===== config.mk =====
export PLATFORM = sky130hd
export DESIGN_NAME = msic_seq
export DESIGN_NICKNAME = d
export VERILOG_FILES = /design/src/assert_macros.svh /design/src/msic_pkg.sv /design/src/msic_seq.sv
export SDC_FILE = /design/constraint.sdc
export NUM_CORES = 1
export LEC_CHECK = 0
export BUFFER_PORTS_ARGS = -buffer_cell sky130_fd_sc_hd__buf_2
export CAP_MARGIN = 25
export CORE_MARGIN = 2
export CORE_UTILIZATION = 26
export DETAILED_ROUTE_END_ITERATION = 10
export GPL_ROUTABILITY_DRIVEN = 1
export GPL_TIMING_DRIVEN = 1
export SYNTH_ARGS = -nofsm -noshare
export SYNTH_HDL_FRONTEND = slang
export SYNTH_SLANG_ARGS = --single-unit

===== constraint.sdc =====
create_clock -name aclk -period 3.9 [get_ports aclk]
set_input_delay 0.39 -clock aclk [delete_from_list [all_inputs] [get_ports aclk]]
set_output_delay 0.39 -clock aclk [all_outputs]
set_load 0.03 [all_outputs]

===== src/assert_macros.svh =====
// assertion macros shared by the merge sort block
`ifndef ASSERT_MACROS_SVH
`define ASSERT_MACROS_SVH

// condition that must hold at every clock edge outside reset
`define MSIC_ASSERT_ALWAYS(name, cond, msg) \
    name: assert property (@(posedge aclk) disable iff (!aresetn) (cond)) else $error(msg);

// condition that must hold in the cycle after a trigger
`define MSIC_ASSERT_NEXT(name, trig, cond, msg) \
    name: assert property (@(posedge aclk) disable iff (!aresetn) (trig) |=> (cond)) \
        else $error(msg);

`endif


===== src/msic_pkg.sv =====
// shared types and constants of the merge sort inversion counter
package msic_pkg;

    localparam int MAX_ELEMENTS_DEF = 64;
    localparam int VALUE_WIDTH_DEF  = 32;
    localparam int ELEM_W           = 32;
    localparam int INV_W            = 11;

    typedef enum logic [2:0] {
        ST_LOAD,
        ST_SEG_START,
        ST_MERGE,
        ST_EMIT_READ,
        ST_EMIT_SHOW
    } state_t;

    // bank write enables and which bank is the current merge source
    typedef struct packed {
        logic bank0_we;
        logic bank1_we;
        logic src_sel;
    } ram_ctl_t;

endpackage


===== src/msic_seq.sv =====
// sequencer: load, bottom-up merge passes between two banks, emit
module msic_seq #(
    parameter int MAX_ELEMENTS = msic_pkg::MAX_ELEMENTS_DEF,
    parameter int VALUE_WIDTH  = msic_pkg::VALUE_WIDTH_DEF,
    localparam int AW          = (MAX_ELEMENTS > 1) ? $clog2(MAX_ELEMENTS) : 1,
    localparam int CW          = $clog2(MAX_ELEMENTS + 1),
    localparam int SW          = CW + 1
) (
    input  logic                             aclk,
    input  logic                             aresetn,
    input  logic                             s_valid,
    output logic                             s_ready,
    input  logic signed [msic_pkg::ELEM_W-1:0] s_element_value,
    input  logic                             s_last_element,
    output logic                             m_valid,
    input  logic                             m_ready,
    output logic                             m_run_end,
    output logic [msic_pkg::INV_W-1:0]       m_inversion_total,
    output logic                             m_overflowed,
    output msic_pkg::ram_ctl_t               ctl,
    output logic [AW-1:0]                    waddr,
    output logic [VALUE_WIDTH-1:0]           wdata,
    output logic [AW-1:0]                    raddr_a,
    output logic [AW-1:0]                    raddr_b,
    input  logic [VALUE_WIDTH-1:0]           rdata_a,
    input  logic [VALUE_WIDTH-1:0]           rdata_b
);

    msic_pkg::state_t state_reg, state_next;

    logic [CW-1:0]              count_reg, count_next;
    logic [msic_pkg::INV_W-1:0] inv_reg, inv_next;
    logic                       ovf_reg, ovf_next;
    logic                       src_sel_reg, src_sel_next;
    logic [CW-1:0]              width_reg, width_next;
    logic [CW-1:0]              lo_reg, lo_next;
    logic [CW-1:0]              mid_reg, mid_next;
    logic [CW-1:0]              hi_reg, hi_next;
    logic [CW-1:0]              i_reg, i_next;
    logic [CW-1:0]              j_reg, j_next;
    logic [CW-1:0]              k_reg, k_next;

    logic [VALUE_WIDTH-1:0] load_value;
    logic [SW-1:0]          n_ext;
    logic [SW-1:0]          lo_plus_w;
    logic [SW-1:0]          lo_plus_2w;
    logic [SW-1:0]          width_x2;
    logic [CW-1:0]          mid_c;
    logic [CW-1:0]          hi_c;
    logic                   a_live;
    logic                   b_live;
    logic                   take_b;
    logic [CW-1:0]          k_inc;

    // input value narrowed or sign-extended to the stored width
    generate
        if (VALUE_WIDTH <= msic_pkg::ELEM_W) begin : g_narrow
            assign load_value = s_element_value[VALUE_WIDTH-1:0];
        end else begin : g_wide
            assign load_value = {{(VALUE_WIDTH - msic_pkg::ELEM_W){s_element_value[
                msic_pkg::ELEM_W-1]}}, s_element_value};
        end
    endgenerate

    // run bounds of the current segment
    assign n_ext      = {1'b0, count_reg};
    assign lo_plus_w  = {1'b0, lo_reg} + {1'b0, width_reg};
    assign lo_plus_2w = {1'b0, lo_reg} + {width_reg, 1'b0};
    assign width_x2   = {width_reg, 1'b0};
    assign mid_c      = (lo_plus_w > n_ext) ? count_reg : lo_plus_w[CW-1:0];
    assign hi_c       = (lo_plus_2w > n_ext) ? count_reg : lo_plus_2w[CW-1:0];

    // merge choice: right head only when strictly smaller, keeps the sort stable
    assign a_live = (i_reg < mid_reg);
    assign b_live = (j_reg < hi_reg);
    assign take_b = b_live && (!a_live || ($signed(rdata_a) > $signed(rdata_b)));
    assign k_inc  = k_reg + 1'b1;

    // state and counter registers
    always_ff @(posedge aclk) begin
        if (!aresetn) begin
            state_reg   <= msic_pkg::ST_LOAD;
            count_reg   <= '0;
            inv_reg     <= '0;
            ovf_reg     <= 1'b0;
            src_sel_reg <= 1'b0;
        end else begin
            state_reg   <= state_next;
            count_reg   <= count_next;
            inv_reg     <= inv_next;
            ovf_reg     <= ovf_next;
            src_sel_reg <= src_sel_next;
        end
    end

    // merge position registers
    always_ff @(posedge aclk) begin
        width_reg <= width_next;
        lo_reg    <= lo_next;
        mid_reg   <= mid_next;
        hi_reg    <= hi_next;
        i_reg     <= i_next;
        j_reg     <= j_next;
        k_reg     <= k_next;
    end

    // next state and outputs
    always_comb begin
        state_next   = state_reg;
        count_next   = count_reg;
        inv_next     = inv_reg;
        ovf_next     = ovf_reg;
        src_sel_next = src_sel_reg;
        width_next   = width_reg;
        lo_next      = lo_reg;
        mid_next     = mid_reg;
        hi_next      = hi_reg;
        i_next       = i_reg;
        j_next       = j_reg;
        k_next       = k_reg;

        s_ready      = 1'b0;
        m_valid      = 1'b0;
        ctl.bank0_we = 1'b0;
        ctl.bank1_we = 1'b0;
        ctl.src_sel  = src_sel_reg;
        waddr        = k_reg[AW-1:0];
        wdata        = take_b ? rdata_b : rdata_a;
        raddr_a      = k_reg[AW-1:0];
        raddr_b      = j_reg[AW-1:0];

        case (state_reg)
            msic_pkg::ST_LOAD: begin
                s_ready = 1'b1;
                waddr   = count_reg[AW-1:0];
                wdata   = load_value;
                if (s_valid) begin
                    if (count_reg < CW'(MAX_ELEMENTS)) begin
                        ctl.bank0_we = 1'b1;
                        count_next   = count_reg + 1'b1;
                    end else begin
                        ovf_next = 1'b1;
                    end
                    if (s_last_element) begin
                        width_next = CW'(1);
                        lo_next    = '0;
                        k_next     = '0;
                        if (count_next > CW'(1)) begin
                            state_next = msic_pkg::ST_SEG_START;
                        end else begin
                            state_next = msic_pkg::ST_EMIT_READ;
                        end
                    end
                end
            end

            // prime both read ports with the heads of the two runs
            msic_pkg::ST_SEG_START: begin
                raddr_a    = lo_reg[AW-1:0];
                raddr_b    = mid_c[AW-1:0];
                mid_next   = mid_c;
                hi_next    = hi_c;
                i_next     = lo_reg;
                j_next     = mid_c;
                k_next     = lo_reg;
                state_next = msic_pkg::ST_MERGE;
            end

            // one element into the destination bank per cycle
            msic_pkg::ST_MERGE: begin
                ctl.bank0_we = src_sel_reg;
                ctl.bank1_we = !src_sel_reg;
                if (take_b) begin
                    j_next   = j_reg + 1'b1;
                    inv_next = inv_reg + msic_pkg::INV_W'(mid_reg - i_reg);
                end else begin
                    i_next = i_reg + 1'b1;
                end
                raddr_a = i_next[AW-1:0];
                raddr_b = j_next[AW-1:0];
                k_next  = k_inc;
                if (k_inc == hi_reg) begin
                    state_next = msic_pkg::ST_SEG_START;
                    if (lo_plus_2w >= n_ext) begin
                        src_sel_next = !src_sel_reg;
                        lo_next      = '0;
                        if (width_x2 >= n_ext) begin
                            k_next     = '0;
                            state_next = msic_pkg::ST_EMIT_READ;
                        end else begin
                            width_next = width_x2[CW-1:0];
                        end
                    end else begin
                        lo_next = lo_plus_2w[CW-1:0];
                    end
                end
            end

            msic_pkg::ST_EMIT_READ: begin
                raddr_a    = k_reg[AW-1:0];
                state_next = msic_pkg::ST_EMIT_SHOW;
            end

            // read data register holds the beat until it is taken
            msic_pkg::ST_EMIT_SHOW: begin
                m_valid = 1'b1;
                if (m_ready) begin
                    if (k_inc == count_reg) begin
                        count_next   = '0;
                        inv_next     = '0;
                        ovf_next     = 1'b0;
                        src_sel_next = 1'b0;
                        state_next   = msic_pkg::ST_LOAD;
                    end else begin
                        k_next  = k_inc;
                        raddr_a = k_inc[AW-1:0];
                    end
                end
            end

            default: begin
                state_next = msic_pkg::ST_LOAD;
            end
        endcase
    end

    assign m_run_end         = (k_inc == count_reg);
    assign m_inversion_total = inv_reg;
    assign m_overflowed      = ovf_reg;

endmodule


==> results of run 1 <==
==> area by class of cell <==
| cell class | instances | area, sq um |
|---|---|---|
| Timing Repair Buffer | 288 | 1940 |
| Clock buffer | 11 | 233 |
| Fill cell | 2956 | 18200 |
| Inverter | 84 | 315 |
| Clock inverter | 5 | 57.6 |
| Sequential cell | 72 | 1930 |
| Multi-Input combinational cell | 717 | 5450 |
| Tap cell | 384 | 480 |
==> worst register-to-register path, delay by kind of cell (launching register included) <==
kind                     cells  cell delay (ns)
adder cells (fa/ha/maj)      3             0.85
multiplexers                 1             0.24
XOR/XNOR                     1             0.08
buffers and inverters        4             0.47
AND/OR/NAND/NOR              2             0.28
AO/OA/AOI/OAI                8             1.46
flip-flops                   1             0.39
==> metrics by stage <==
stage                     worst slack (ns)  setup TNS [ns]  hold slack [ns]  cell area [sq um]
after detailed placement            -0.349           -2.00            0.465               9290
after CTS                           -0.656           -4.60            0.409               9920
after global placement              -0.286           -1.43            0.457               9290
after global routing                -0.900           -8.49            0.416              10400
after floorplan                     -0.176          -0.789            0.497               7630
final                               -0.704           -4.66            0.418              10400
==> timing repair <==
action / CTS / global route
pin swaps: 15 / 36
setup buffers: 29 / 26
cloned: 0 / 2
resized for setup: 38 / 91
endpoints found under the setup margin: 47 / 87
==> logic make-up (layout without fill, tap and decap cells) <==
| group | after synthesis | after routing | share of synthesized area |
|---|---|---|---|
| xor gates and xnor gates | 51 | 51 | 0.0647 |
| buffers and inverters | 127 | 388 | 0.0695 |
| and+or+nand+nor | 292 | 292 | 0.187 |
| muxes | 48 | 48 | 0.0653 |
| adders and majority gates | 96 | 96 | 0.163 |
| AOI/OAI and AO/OA | 230 | 230 | 0.194 |
| DFF | 72 | 72 | 0.256 |
==> path summary, 6_finish.rpt <==
| path | cells past startpoint | slack (ns) | endpoint | from |
|---|---|---|---|---|
| setup / recovery | 16 | -0.70 | raddr_b[2] | lo_reg[0]$_SDFFCE_PN0P_ |
| hold / removal | 2 | 0.42 | state_reg[1]$_SDFFE_PN0P_ | aresetn |
| setup reg to reg | 19 | -0.13 | j_reg[0]$_DFFE_PN_ | lo_reg[0]$_SDFFCE_PN0P_ |
| hold reg to reg | 2 | 0.48 | m_inversion_total[7]$_SDFFE_PN0P_ | m_inversion_total[7]$_SDFFE_PN0P_ |
==> layout by cell type (no fill, tap or decap), types with 23 or more instances in the layout <==
| cell | n |
|---|---|
| mux2i_1 | 33 |
| ha_1 | 87 |
| dfxtp_1 | 23 |
| buf_4 | 114 |
| o21ai_0 | 68 |
| a21oi_1 | 34 |
| nor2_1 | 57 |
| nand2_1 | 98 |
| buf_6 | 25 |
| buf_2 | 144 |
| nand3_1 | 32 |
| inv_1 | 79 |
| edfxtp_1 | 49 |
| xnor2_1 | 34 |
==> power groups by stage <==
stage	Clock, mW	Sequential [mW]	Combinational (mW)
after floorplan	0	1.40	3.61
after global placement	0	1.41	5.07
after detailed placement	0	1.42	5.14
after CTS	0.863	1.40	5.55
after global routing	0.889	1.43	6.60
final	0.850	1.40	6.12
==> per-layer routing <==
metal  vias to the layer above  wire, um  GRT usage
li1                       3820         -          -
met1                      3762     12100      0.231
met2                       241     12900      0.272
met3                        43      1470     0.0271
met4                         0       690     0.0609
met5                         -         0          0
==> flow_metrics.env, run 1 <==
export IMPL_drv_cap=0
export IMPL_max_stage_delay_ns=0.40
export IMPL_drt_pass1_iter_count=5
export IMPL_yosysWarnings=0
export IMPL_crit_family="compound AO/OA/AOI/OAI gates"
export IMPL_path_clk_slew_ns=0.06
export IMPL_synth_area_leaders="edfxtp_1, ha_1, dfxtp_1"
export IMPL_track_usage=0.170
export IMPL_finish_utilization=0.364
export IMPL_die_y_um=174
export IMPL_synth_enable_flop_cells=49
export IMPL_fin_cells=1561
export IMPL_total_power_mw=8.37
export IMPL_power_share_combinational=0.732
export IMPL_switchingPower_mw=4.04
export IMPL_intPower_mw=4.32
export IMPL_drc=0
export IMPL_antenna_cells=0
export IMPL_yosysTopAreaCell="edfxtp_1"
export IMPL_leakagePower_nw=4.76
export IMPL_syn_nets=1113
export IMPL_swShare=0.483
export IMPL_yosysUniqueCellTypes=72
export IMPL_ios=169
export IMPL_antenna_found_initial=0
export IMPL_slew_violations=0
export IMPL_dp_hpwl_um=21300
export IMPL_critical_path_buf_inv_count=2
export IMPL_io_buffers=168
export IMPL_failed_checks="setup timing"
export IMPL_timing_critical_path_from_type="flop"
export IMPL_largest_reg_flops=11
export IMPL_fin_crit_ns=4.60
export IMPL_grt_pass1_wl_um=40500
export IMPL_yosysSeqAreaShare=0.256
export IMPL_synthTopCellsByCount="nand2_1, ha_1, o21ai_0, inv_1, nor2_1"
export IMPL_clock_latency_ns=0.36
export IMPL_dieArea_sq_mm=0.0304
export IMPL_antenna_left=0
export IMPL_routedWlPerCell_um=17.4
export IMPL_peakVddDrop_mv=0.474
export IMPL_seqPwrFrac=0.167
export IMPL_synthFlopType="edfxtp_1"
export IMPL_fin_nets=1369
export IMPL_cp_arrival_ns=4.21
export IMPL_setup_slack_ns=-0.704
export IMPL_drt_iter0_drc=509
export IMPL_slew_headroom=0.529
export IMPL_cts_tree="built"
export IMPL_place_congestion=0.910
export IMPL_crit_slowest_cell="a221o_1"
export IMPL_rsz0062_at_grt="true"
export IMPL_fin_worst_skew_ns=0.00965
export IMPL_grt_max_degree=68
export IMPL_status="finished with violations"
export IMPL_power_density_mw_per_mm2=804
export IMPL_cp_max_fo=7
export IMPL_setup_viol=15
export IMPL_synthCells=916
export IMPL_wl_um=27100
export IMPL_yosysMostFrequentCell="nand2_1"
export IMPL_max_slew_worst_pin_slew_ns=0.701
export IMPL_hold_viol=0
export IMPL_overflow=0
export IMPL_holdCritPathClass="in2reg"
export IMPL_drive_gt1_frac=0.323
export IMPL_rows=62
export IMPL_timing_final_crit_share=1.18
export IMPL_clk_path_buf_depth=2
export IMPL_async_flop_share=0
export IMPL_core_sq_mm=0.0286
export IMPL_mappedNetlistArea_sq_mm=0.00755
export IMPL_synth_seq_cells=72
export IMPL_clkSinkCount=72
export IMPL_hold_buffers=0
export IMPL_clkPwrFrac=0.102
export IMPL_via_per_inst=5.04
export IMPL_numCtsBuffers=9
export IMPL_cts_root_buffer_cell="clkbuf_16"
export IMPL_avgSynthCellArea_sq_um=8.24
export IMPL_worstSetupEndpointType="output pin"
export IMPL_yosys_area_top_type_share=0.195
export IMPL_htree_levels=3
export IMPL_critPathKind="reg2out"
export IMPL_syn_to_final_growth_pct=37.9
export IMPL_die_width_um=174
export IMPL_fmax_mhz=217
export IMPL_critical_path_required_ns=3.51
export IMPL_crit_chain="ha_2 > fa_2 > a21o_1 > a21oi_2 > o21bai_1 > a21oi_2 > xnor2_2 > ha_1 > and4_1 > nand4_1 > a221o_1 > a311oi_4 > buf_6 > mux2_4 > a211o_4 > buf_6"
export IMPL_numPlacedInstances=1496
export IMPL_vias=7866
export IMPL_grt_pass1_vias=7438
export IMPL_start_util=0.264
No activity file was read; power rests on OpenSTA's default activity.
==> inputs of run 2 (changes only) <==
Settings changed: CORE_UTILIZATION 26 to 25, REMOVE_ABC_BUFFERS set to 1.
==> run 2 against run 1 <==
Net effect: the flow still finishes with violations (setup timing); clock-buffer cell count shrank 2; hold slack gained 0.015 ns; setup slack lost 0.084 ns; die area grew 3.9%; via count shrank 1.2%; global-route usage shrank 0.45 points; utilization shrank 2.0 points; sequential share of layout area grew 0.38 points; clock power grew 8.6%; routed wire length is essentially flat; sequential power is essentially flat; non-clock buffer count shrank 6; critical path type unchanged; critical endpoint is now raddr_b[1]; highest routed layer unchanged.
==> flow_metrics.env, run 2 (synthesized netlist as in run 1, its figures left out) <==
export IMPL_status="finished with violations"
export IMPL_failed_checks="setup timing"
export IMPL_fin_nets=1363
export IMPL_holdCritPathClass="in2reg"
export IMPL_vias=7774
export IMPL_slew_violations=0
export IMPL_clk_path_buf_depth=2
export IMPL_antenna_cells=0
export IMPL_fin_worst_skew_ns=0.00615
export IMPL_ios=169
export IMPL_critPathKind="reg2out"
export IMPL_max_slew_worst_pin_slew_ns=0.680
export IMPL_slew_headroom=0.544
export IMPL_core_sq_mm=0.0297
export IMPL_dp_hpwl_um=21600
export IMPL_fmax_mhz=213
export IMPL_clock_latency_ns=0.35
export IMPL_track_usage=0.165
export IMPL_start_util=0.254
export IMPL_overflow=0
export IMPL_fin_crit_ns=4.69
export IMPL_drive_gt1_frac=0.311
export IMPL_placed_cell_area_sq_mm=0.00928
export IMPL_peakVddDrop_mv=0.272
export IMPL_mostFrequentLayoutCells="buf_2, buf_4, nand2_1, ha_1, inv_1"
export IMPL_io_buffers=168
export IMPL_antenna_found_initial=0
export IMPL_place_congestion=0.885
export IMPL_setup_viol=16
export IMPL_drc=0
export IMPL_setup_slack_ns=-0.788
export IMPL_syn_to_final_growth_pct=35.2
export IMPL_grt_max_degree=43
export IMPL_drt_pass1_iter_count=5
export IMPL_place_ws_ns=-0.387
export IMPL_grt_pass1_vias=7264
export IMPL_wl_um=27100
export IMPL_critical_path_required_ns=3.51
export IMPL_n_fill_cell=3063
export IMPL_leakagePower_nw=4.70
export IMPL_clkSinkCount=72
export IMPL_die_y_um=178
export IMPL_rows=63
export IMPL_hold_viol=0
export IMPL_total_power_mw=8.28
export IMPL_cts_root_buffer_cell="clkbuf_16"
export IMPL_timing_final_crit_share=1.20
export IMPL_drv_cap=0
export IMPL_path_clk_slew_ns=0.06
export IMPL_timing_critical_path_from_type="flop"
export IMPL_largest_reg_flops=11
export IMPL_numCtsBuffers=9
export IMPL_cts_tree="built"
export IMPL_hold_buffers=0
export IMPL_dieArea_sq_mm=0.0316
export IMPL_routedWlPerCell_um=17.4
export IMPL_drt_iter0_drc=491
export IMPL_whs_ns=0.433
export IMPL_finish_utilization=0.343
export IMPL_power_density_mw_per_mm2=812
export IMPL_via_per_inst=4.98
export IMPL_multi_input_area_sq_mm=0.00533
export IMPL_htree_levels=3
export IMPL_cp_arrival_ns=4.30
export IMPL_mostFrequentLayoutCell="buf_2"
export IMPL_worstSetupEndpointType="output pin"
export IMPL_antenna_left=0
export IMPL_rsz0062_at_grt="true"
export IMPL_regArea_sq_mm=0.00193
export IMPL_grt_pass1_wl_um=39900
export IMPL_die_width_um=178
export IMPL_final_cell_area_sq_mm=0.0102
export IMPL_cp_max_fo=6
==> run 2: cell types whose count changed in the layout (fill, tap and decap cells not counted), sizes merged <==
cell	before	now
buf	285	281
bufinv	1	2
clkbuf	14	10
clkinv	2	1
clkinvlp	2	3
inv	84	85
==> run 2: final cells by class <==
| cell class | instances | share of cell area |
|---|---|---|
| multi-input cells | 717 | 0.522 |
| flip-flops and latches | 72 | 0.189 |
| repair buffers | 282 | 0.178 |
| well taps | 390 | 0.0478 |
| inverters | 84 | 0.0309 |
| clock buffers | 9 | 0.0221 |
| clock inverters | 7 | 0.00920 |
==> run 2: what timing repair did <==
item                                    4_1_cts  5_1_grt
endpoints found under the hold margin         0        0
pin swaps                                    12       35
endpoints found under the setup margin       54       76
buffers inserted                             23       21
resized for setup                            33       81
==> run 2: metal layers <==
metal  global-route usage  share of wire
met5                    0              0
met1                0.186           0.39
met2                0.308           0.51
met4               0.0666          0.035
met3               0.0274          0.061
==> run 2: stage by stage <==
stage,cells,TNS [ns]
6_report,1561,-6.14
4_1_cts,1550,-4.60
5_1_grt,1561,-8.75
2_1_floorplan,873,-26.72
3_3_place_gp,1511,-1.66
3_5_place_dp,1511,-2.85
==> run 2: worst paths after layout <==
| kind | from | endpoint | slack [ns] | cells past startpoint |
|---|---|---|---|---|
| worst max-delay path | width_reg[0]$_SDFFCE_PN1P_ | raddr_b[1] | -0.79 | 18 |
| worst min-delay path | aresetn | m_inversion_total[10]$_SDFFE_PN0P_ | 0.43 | 2 |
| worst min register to register | m_overflowed$_SDFFE_PN0P_ | m_overflowed$_SDFFE_PN0P_ | 0.46 | 2 |
| worst max register to register | width_reg[0]$_SDFFCE_PN1P_ | j_reg[4]$_DFFE_PN_ | -0.51 | 21 |
==> run 2: critical path, stage by stage, from the launching register on <==
cell and delay [ns]:
edfxtp_1 0.40, ha_2 0.22, fa_2 0.36, a21o_1 0.20, a21oi_2 0.16, o21bai_1 0.13, a21oi_2 0.24, xnor2_2 0.10
ha_1 0.30, and4_1 0.17, nand4_1 0.11, a221o_1 0.35, a311oi_2 0.20, buf_4 0.22, buf_6 0.12, mux2_4 0.31
nand2_1 0.09, a31oi_2 0.10, buf_6 0.16
==> run 2: power breakdown <==
group / switching [mW] / total (mW) / internal, mW / leakage, nW
combinational: 3.38 / 5.97 / 2.59 / 3.90
clock: 0.363 / 0.923 / 0.560 / 0.148
sequential: 0.260 / 1.39 / 1.13 / 0.654
total: 4.00 / 8.28 / 4.28 / 4.70
